--- src/sv/dtt_pkg.sv ---
// ----------------------------------------------------------------------------
// dtt_pkg
// Shared types and constants of the detection tracker.
// ----------------------------------------------------------------------------
`default_nettype none
package dtt_pkg;
  localparam int unsigned DefMaxTracked = 32;
  localparam int unsigned DefCoordBits  = 14;
  localparam int unsigned CfgIdxW       = 3;
  localparam int unsigned CfgDataW      = 17;

  localparam logic [CfgIdxW-1:0] RegTol    = 3'd0;
  localparam logic [CfgIdxW-1:0] RegSmooth = 3'd1;
  localparam logic [CfgIdxW-1:0] RegVis    = 3'd2;
  localparam logic [CfgIdxW-1:0] RegHid    = 3'd3;
  localparam logic [CfgIdxW-1:0] RegFrameW = 3'd4;
  localparam logic [CfgIdxW-1:0] RegFrameH = 3'd5;

  // Commands from the controller to the datapath.
  typedef struct packed {
    logic load_in;    // capture the input beat
    logic frame_start;// record emptiness, clear matched flags
    logic rd;         // read entry at rd pointer
    logic cmp;        // evaluate read entry against the held detection
    logic upd;        // write back matched entry
    logic ins;        // append the held detection
    logic age;        // age read entry and compact it
    logic age_done;   // commit the new entry count
    logic emit;       // load output register from read entry
    logic emit_empty; // load output register with empty marker
    logic emit_last;  // set last on the emitted beat
    logic clr_ptr;    // reset read and write pointers
  } dtt_cmd_t;

  typedef struct packed {
    logic is_eof;
    logic frame_open;
    logic ptr_end;    // read pointer reached entry count
    logic hit;        // compared entry matched
    logic full;
    logic hidden;     // read entry is hidden
    logic any_shown;  // an entry was emitted this end of frame
    logic last_shown; // one visible entry is left to emit
  } dtt_sts_t;
endpackage
`default_nettype wire

--- src/sv/dtt_ctrl.sv ---
// ----------------------------------------------------------------------------
// dtt_ctrl
// Sequencer for the match scan, ageing pass and emission pass.
// ----------------------------------------------------------------------------
`default_nettype none
module dtt_ctrl import dtt_pkg::*; (
  input  wire logic     clk_i,
  input  wire logic     rst_ni,
  input  wire logic     in_valid_i,
  output logic          in_ready_o,
  output logic          out_valid_o,
  input  wire logic     out_ready_i,
  input  wire dtt_sts_t sts_i,
  output dtt_cmd_t      cmd_o
);
  typedef enum logic [11:0] {
    SIdle  = 12'b000000000001, SStart = 12'b000000000010,
    SMRd   = 12'b000000000100, SMCmp  = 12'b000000001000,
    SMSm   = 12'b000000010000, SMWr   = 12'b000000100000,
    SARd   = 12'b000001000000, SAWr   = 12'b000010000000,
    SERd   = 12'b000100000000, SEChk  = 12'b001000000000,
    SOut   = 12'b010000000000, SPend  = 12'b100000000000
  } state_e;

  state_e state_q, state_d;
  logic   ov_q, ov_d;     // output register holds an unaccepted beat

  // The datapath counts the visible entries left, which marks the last beat.
  always_comb begin
    state_d = state_q;
    ov_d    = ov_q && !out_ready_i;
    cmd_o   = '0;
    in_ready_o = 1'b0;
    unique case (state_q)
      SIdle: begin
        in_ready_o = 1'b1;
        if (in_valid_i) begin
          cmd_o.load_in = 1'b1;
          state_d = SStart;
        end
      end
      SStart: begin
        cmd_o.frame_start = !sts_i.frame_open;
        cmd_o.clr_ptr = 1'b1;
        state_d = sts_i.is_eof ? SARd : SMRd;
      end
      SMRd: begin
        if (sts_i.ptr_end) begin
          if (!sts_i.full) cmd_o.ins = 1'b1;
          state_d = SIdle;
        end else begin
          cmd_o.rd = 1'b1;
          state_d = SMCmp;
        end
      end
      SMCmp: state_d = sts_i.hit ? SMSm : SMRd;
      SMSm:  state_d = SMWr;
      SMWr: begin
        cmd_o.upd = 1'b1;
        state_d = SIdle;
      end
      SARd: begin
        if (sts_i.ptr_end) begin
          cmd_o.age_done = 1'b1;
          state_d = SPend;
        end else begin
          cmd_o.rd = 1'b1;
          state_d = SAWr;
        end
      end
      SAWr: begin
        cmd_o.age = 1'b1;
        state_d = SARd;
      end
      SPend: begin
        cmd_o.clr_ptr = 1'b1;
        state_d = SERd;
      end
      SERd: begin
        if (sts_i.ptr_end) begin
          if (sts_i.any_shown) begin
            state_d = SIdle;
          end else if (!ov_d) begin
            cmd_o.emit_empty = 1'b1;
            ov_d = 1'b1;
            state_d = SIdle;
          end
        end else begin
          cmd_o.rd = 1'b1;
          state_d = SEChk;
        end
      end
      SEChk: state_d = sts_i.hidden ? SERd : SOut;
      SOut: begin
        // Wait until the output register is free.
        if (!ov_d) begin
          cmd_o.emit = 1'b1;
          cmd_o.emit_last = sts_i.last_shown;
          ov_d = 1'b1;
          state_d = SERd;
        end
      end
      default: state_d = SIdle;
    endcase
  end

  assign out_valid_o = ov_q;

  always_ff @(posedge clk_i or negedge rst_ni) begin
    if (!rst_ni) begin
      state_q <= SIdle;
      ov_q    <= 1'b0;
    end else begin
      state_q <= state_d;
      ov_q    <= ov_d;
    end
  end
endmodule
`default_nettype wire

--- config.mk ---
export PLATFORM = sky130hd
export DESIGN_NAME = dtt_ctrl
export DESIGN_NICKNAME = d
export VERILOG_FILES = /design/src/sv/dtt_pkg.sv /design/src/sv/dtt_ctrl.sv
export SDC_FILE = /design/constraint.sdc
export NUM_CORES = 1
export LEC_CHECK = 0
export ABC_CLOCK_PERIOD_IN_PS = 5070
export BUFFER_PORTS_ARGS = -buffer_cell sky130_fd_sc_hd__buf_2
export CORE_UTILIZATION = 45
export CTS_CLUSTER_SIZE = 24
export DETAILED_ROUTE_END_ITERATION = 16
export GPL_TIMING_DRIVEN = 0
export PLACE_DENSITY = 0.74
export SLEW_MARGIN = 0
export SYNTH_ARGS = -nofsm -noshare
export SYNTH_HDL_FRONTEND = slang
export SYNTH_SLANG_ARGS = --single-unit
--- constraint.sdc ---
create_clock -name clk_i -period 5.07 [get_ports clk_i]
set_input_delay 0.7605 -clock clk_i [delete_from_list [all_inputs] [get_ports clk_i]]
set_output_delay 0.7605 -clock clk_i [all_outputs]
set_load 0.05 [all_outputs]
==> qor.yml, run 1 <==
numClockSinks: 13
synthFlopType: "dfrtp_1"
synth.cells.most_frequent: "nor2_1 (15), dfrtp_1 (12), nor3_1 (9), and2_1 (6), clkbuf_1 (6)"
final.setup.worst_slack_ns: 1.83
finish.net_count: 142
share_of_the_core_filled_with_cells_pct: 59.2
grt_antenna_before_repair: 0
synth_enable_flop_cells: 0
worst_setup_path_endpoint: "cmd_o[9]"
start_util_pct: 49.4
detail-route-antenna-nets: 0
synth_simple_gate_area_share_pct: 44.2
first_pass_grt_wire_length_um: 3440
finalWeightedCongestion: 0.800
rr_endpoint: "state_q[0]$_DFFE_PN1P_"
drt-initial-drc-count: 41
grt_setup_unrepaired: "false"
synthesis.yosys.warnings: 0
synth_largest_type_area_fraction_pct: 34.4
dieArea_um2: 2120
reg2regPathDepth: 7
worstSkewPairLatency_ns: 0.27
critPathRequiredTime_ns: 4.31
syn_area_per_cell_um2: 8.55
max_slew_margin_pct: 54.1
powerDensity_nw_per_um2: 366
worst-setup-path-type: "reg2out"
worst_slack_at_placement_ns: 2.14
fraction_of_layout_cells_with_a_size_suffix_above_1_pct: 27.1
clock_tree.buffer_depth: 2
fp_rows: 15
avgRoutedWirePerCell_um: 13.2
grt_pass1_vias: 779
grt.total_usage_pct: 22.7
status: "complete, no violations"
die-width_um: 46.0
global_route.overflow_total: 0
postSynth.asyncResetShare_pct: 100
yosys.area.top_type: "dfrtp_1"
tritoncts: "built"
worstSetupEndpointType: "output port"
fmaxAchievable_mhz: 308
synth_sequential_area_ratio_pct: 37.4
netlist-cell-type-count: 40
post-cts-setup-buffer-count: 0
worst-slew-pin-transition_ns: 0.683
synth_area_um2: 872
cts_root_buffer: "clkbuf_4"
fin_clk_skew_ns: 0.00224
yosys.cell_count.top_type: "nor2_1"
cts-buffers-inserted: 3
clock_tree.htree_level_count: 1
clk_pin_slew_ns: 0.08
layout-area-overhead-vs-synth_pct: 19.8
core_region_area_um2: 1760
report.final.setup_viol: 0
drv.max_cap_violation_count: 0
xor_and_xnor_area_share_after_synthesis_pct: 4.02
drt_first_pass_iters: 4
rr_startpoint: "state_q[8]$_DFFE_PN0P_"
largest_net_degree_at_the_start_of_global_routing: 14
boundaryPins: 26
cp_max_fo: 10
worst_setup_path_start_kind: "register"
totalNegativeSetupSlack_ns: 0
ctsResizeCount: 0
detailed_place_hpwl_um: 1540
route.vias.total: 885
critical_path.startpoint: "state_q[8]$_DFFE_PN0P_"
leakagePower_nw: 0.507
finalCriticalPeriod_ns: 3.24
detail_route.wirelength_um: 2040
synth_cells: 102
final_clock_period_utilization_by_the_worst_path_pct: 64.0
remaining_drc_errors: 0
die_height_um: 46.0
largest_family_of_logic_cells_by_synthesized_area: "simple AND/OR/NAND/NOR gates"
post_cts_hold_buffer_count: 0
critical_path_arrival_ns: 2.48
synth_nets: 114
port-buffer-count: 23
setup.reg_to_reg.worst_slack_ns: 2.99
yosys-mux-area-fraction_pct: 1.29
antenna-diode-count: 0
finalHoldViolCount: 0
postSynthRegisterBits: 13
min-delay-path-class: "in2async"
maxSlewViolCount: 0
vdd_ir_drop_max_v: 0.000268
adder_and_majority_gate_portion_of_the_synthesized_area_pct: 0
ranking_of_synthesized_cells_by_area: "dfrtp_1 (34%), nor2_1 (6.5%), nor3_1 (5.2%), and2_1 (4.3%), or4b_2 (3.4%)"
compound_gate_fraction_of_synth_area_pct: 7.75
vias_per_cell: 5.75
==> state kept, by name (all words and copies together), names as in the netlist <==
signal       cells
out_valid_o      1
state_q         12
==> per-stage QoR <==
step | instance area (µm²) | hold slack, ns | power, mW | instances
finish | 1040 | 0.359 | 0.382 | 154
global route | 1040 | 0.369 | 0.408 | 154
CTS | 1040 | 0.368 | 0.382 | 154
detailed placement | 1020 | 0.594 | 0.318 | 150
global placement | 1020 | 0.557 | 0.315 | 150
floorplan | 872 | 0.465 | 0.277 | 102
==> area by class of cell <==
| class | instances | area (µm²) |
|---|---|---|
| Timing Repair Buffer | 23 | 115 |
| Tap cell | 25 | 31.3 |
| Clock buffer | 4 | 26.3 |
| Buffer | 8 | 35.0 |
| Multi-Input combinational cell | 79 | 503 |
| Inverter | 2 | 7.51 |
| Fill cell | 188 | 719 |
| Sequential cell | 13 | 327 |
==> layer usage <==
metal | wire (µm) | up-vias | track usage (%)
met2 | 931 | 33 | 32.7
met4 | 31 | 0 | 10.0
met3 | 135 | 4 | 2.38
met5 | 0 | - | 0
li1 | - | 431 | -
met1 | 937 | 417 | 34.0
==> worst max-delay path: stages, from the launching register on <==
cell and delay, ns:
dfrtp_1 0.36, clkbuf_1 0.21, or4_1 0.56, clkbuf_1 0.18, nor3_1 0.31, and3b_1 0.24, nor2_1 0.08, buf_2 0.26
==> kinds of logic (layout without fill, tap and decap cells) <==
group,after synthesis,count (layout)
compound gates,10,10
xor+xnor,4,4
buf+inv,10,37
flops,13,13
mux,1,1
other cells,1,1
simple gates,63,63
==> report_power, final <==
part / internal, mW / switching [mW] / total, mW / leakage [nW]
Clock: 0.0305 / 0.0330 / 0.0635 / 0.0150
Sequential: 0.117 / 0.0155 / 0.133 / 0.177
Combinational: 0.0640 / 0.122 / 0.186 / 0.315
Total: 0.212 / 0.170 / 0.382 / 0.507
==> placed cells by master (no fill, tap or decap), types with 2 or more instances in the layout <==
cell      synthesis  final
clkbuf_1          6      7
and2_1            6      6
nor2_1           15     15
xnor2_1           3      3
nor4b_1           2      2
nand2_1           3      3
o21ai_0           2      2
nand4_1           2      2
inv_1             2      2
nor3b_1           2      2
nand3_1           3      3
or4_1             3      3
nor4_1            3      3
nor3_1            9      9
or4b_2            3      3
and3_1            2      2
clkbuf_4          0      3
dfrtp_1          12     12
nand4b_1          2      2
buf_2             1     24
==> how the worst min path moves through the flow <==
stage	startpoint	end	slack, ns	cells past startpoint
after global placement	out_valid_o$_DFF_PN0_	out_valid_o$_DFF_PN0_	0.56	2
after global routing	rst_ni	state_q[11]$_DFFE_PN0P_	0.37	1
after floorplan	rst_ni	out_valid_o$_DFF_PN0_	0.46	0
after detailed placement	out_valid_o$_DFF_PN0_	out_valid_o$_DFF_PN0_	0.59	2
final	rst_ni	state_q[10]$_DFFE_PN0P_	0.36	1
after CTS	rst_ni	state_q[9]$_DFFE_PN0P_	0.37	1
Power figures use the tool's default switching activity.
==> run 2, diff against run 1 <==
ABC_CLOCK_PERIOD_IN_PS = 2700   (was 5070)
PLACE_DENSITY = 0.77   (was 0.74)
clock period = 2.7 ns   (was 5.07 ns; I/O delays follow)
==> run 2 against run 1 <==
Effect of this change: the flow now finishes with violations (setup timing); final cell count grew 3.9%; die area is the same; core utilization grew 7.9 points; routed wire length grew 14%; register-to-register slack lost 2.3 ns; sequential cell count is the same; power grew 100%; sequential power grew 86%; cell area grew 13%; via count grew 2.9%.
==> qor.yml, run 2 (synthesis gave the netlist of run 1 again) <==
max_slew_margin_pct: 54.0
status: "finished with violations"
detail_route.wirelength_um: 2310
post-route-cell-area_um2: 1180
die_height_um: 46.0
clock_tree.htree_level_count: 1
port-buffer-count: 23
fp_rows: 15
drt-initial-drc-count: 24
most_frequent_cells_in_the_layout: "buf_2 (20), nor2_1 (14), buf_4 (9), nor3_1 (8), dfrtp_1 (8)"
core_region_area_um2: 1760
grt_setup_unrepaired: "true"
worstSetupEndpointType: "output port"
critPathRequiredTime_ns: 2.30
powerDensity_nw_per_um2: 653
avgRoutedWirePerCell_um: 14.4
vdd_ir_drop_max_v: 0.000636
critical_path.cell_chain: "or4_4 -> or3_4 -> nor4bb_4 -> buf_6"
worstHoldEndpoint: "state_q[2]$_DFFE_PN0P_"
crit_path_top_delay_cell: "or4_4"
maxSlewViolCount: 0
worst_setup_path_start_kind: "register"
antenna-diode-count: 0
setup.reg_to_reg.worst_slack_ns: 0.68
final_clock_period_utilization_by_the_worst_path_pct: 101
finalWeightedCongestion: 0.823
first_pass_grt_wire_length_um: 3420
clk_pin_slew_ns: 0.07
drt_first_pass_iters: 4
worst-slew-pin-transition_ns: 0.684
finalHoldViolCount: 0
numClockSinks: 13
start_util_pct: 49.4
clock_tree.buffer_depth: 2
fmaxAchievable_mhz: 366
grt_antenna_before_repair: 0
failed_checks: "setup timing"
layout-area-overhead-vs-synth_pct: 35.7
fraction_of_layout_cells_with_a_size_suffix_above_1_pct: 42.2
critical_path.max_stage_delay_ns: 0.59
largest_register_ffs: 12
vias_per_cell: 5.69
worstSkewPairLatency_ns: 0.27
rr_startpoint: "state_q[2]$_DFFE_PN0P_"
layout.cells.most_common: "buf_2"
detailed_place_hpwl_um: 1620
rr_endpoint: "state_q[0]$_DFFE_PN1P_"
min-delay-path-class: "in2reg"
global_route.overflow_total: 0
largest-register: "state_q"
die-width_um: 46.0
cts-buffers-inserted: 3
reg2regPathDepth: 6
worst-setup-path-type: "reg2out"
dieArea_um2: 2120
cp_max_fo: 6
finish.net_count: 148
cts_root_buffer: "clkbuf_4"
finalCriticalPeriod_ns: 2.74
post_dp_cell_area_um2: 1040
leakagePower_nw: 0.583
drv.max_cap_violation_count: 0
boundaryPins: 26
detail-route-antenna-nets: 0
route.vias.total: 911
hold-path-cell-count: 2
grt.total_usage_pct: 23.6
fin_clk_skew_ns: 0.00430
tritoncts: "built"
remaining_drc_errors: 0
grt_pass1_vias: 751
largest_net_degree_at_the_start_of_global_routing: 14
worst_slack_at_placement_ns: 0.123
timing.hold.worst.start: "sts_i[4]"
critical_path_arrival_ns: 2.33
report.final.setup_viol: 1
final.setup.worst_slack_ns: -0.0351
==> run 2: cell types whose count changed in the layout (fill, tap and decap cells not counted), moves of 3 or more <==
| cell | delta |
|---|---|
| buf_2 | -4 |
| buf_4 | +8 |
| buf_6 | +3 |
| clkbuf_1 | -3 |
| dfrtp_1 | -4 |
| dfrtp_2 | +4 |
==> run 2: worst max-delay path by stage <==
stage	start	end	slack, ns	depth (start not counted)
floorplan	state_q[3]$_DFFE_PN0P_	cmd_o[2]	-0.18	4
CTS	state_q[2]$_DFFE_PN0P_	cmd_o[2]	0.006	5
global placement	state_q[8]$_DFFE_PN0P_	cmd_o[9]	0.16	7
finish	state_q[6]$_DFFE_PN0P_	cmd_o[2]	-0.04	4
global route	state_q[6]$_DFFE_PN0P_	cmd_o[2]	-0.08	4
detailed placement	state_q[8]$_DFFE_PN0P_	cmd_o[9]	0.12	7
==> run 2: worst max-delay path, delay by kind of cell (launching register included) <==
kind                   cells  cell delay (ns)
AND/OR/NAND/NOR            3             1.42
flip-flops                 1             0.44
buffers and inverters      1             0.21
==> run 2: where the power goes <==
group          internal (mW)  switching, mW  total (mW)  leakage (nW)
registers              0.222         0.0249       0.247         0.171
clock network         0.0572         0.0627       0.120        0.0150
logic                  0.155          0.252       0.407         0.398
==> run 2: through the flow <==
stage | cells | hold slack [ns] | util (%) | power [mW] | TNS [ns]
2_1_floorplan | 102 | 0.109 | - | 0.527 | -0.177
3_3_place_gp | 150 | 0.304 | 58.9 | 0.598 | 0
3_5_place_dp | 150 | 0.309 | 58.9 | 0.606 | 0
4_1_cts | 157 | 0.00856 | 63.4 | 0.744 | 0
5_1_grt | 160 | 0.323 | 67.1 | 0.823 | -0.170
6_report | 160 | 0.320 | 67.1 | 0.773 | -0.0351
==> run 2: cell type report <==
cell class	count	area, µm²
multi-input combinational	79	557
buffer	6	41.3
inverter	2	7.51
clock buffer	4	26.3
tap	25	31.3
sequential	13	332
fill	157	581
timing repair buffer	31	189
==> run 2: metal layers <==
layer / track usage, % / part of all wire (%) / vias to the layer above
li1: - / - / 442
met1: 29.6 / 45 / 432
met2: 38.0 / 48 / 31
met3: 4.76 / 4.4 / 6
met4: 11.8 / 2.0 / 0
met5: 0 / 0 / -
==> run 2: what timing repair did <==
item	in CTS	in global routing
setup buffers	3	4
endpoints found under the hold margin	0	4
resized for setup	8	14
hold buffers	0	1
pin swaps	1	3
endpoints found under the setup margin	3	8
cloned	0	0
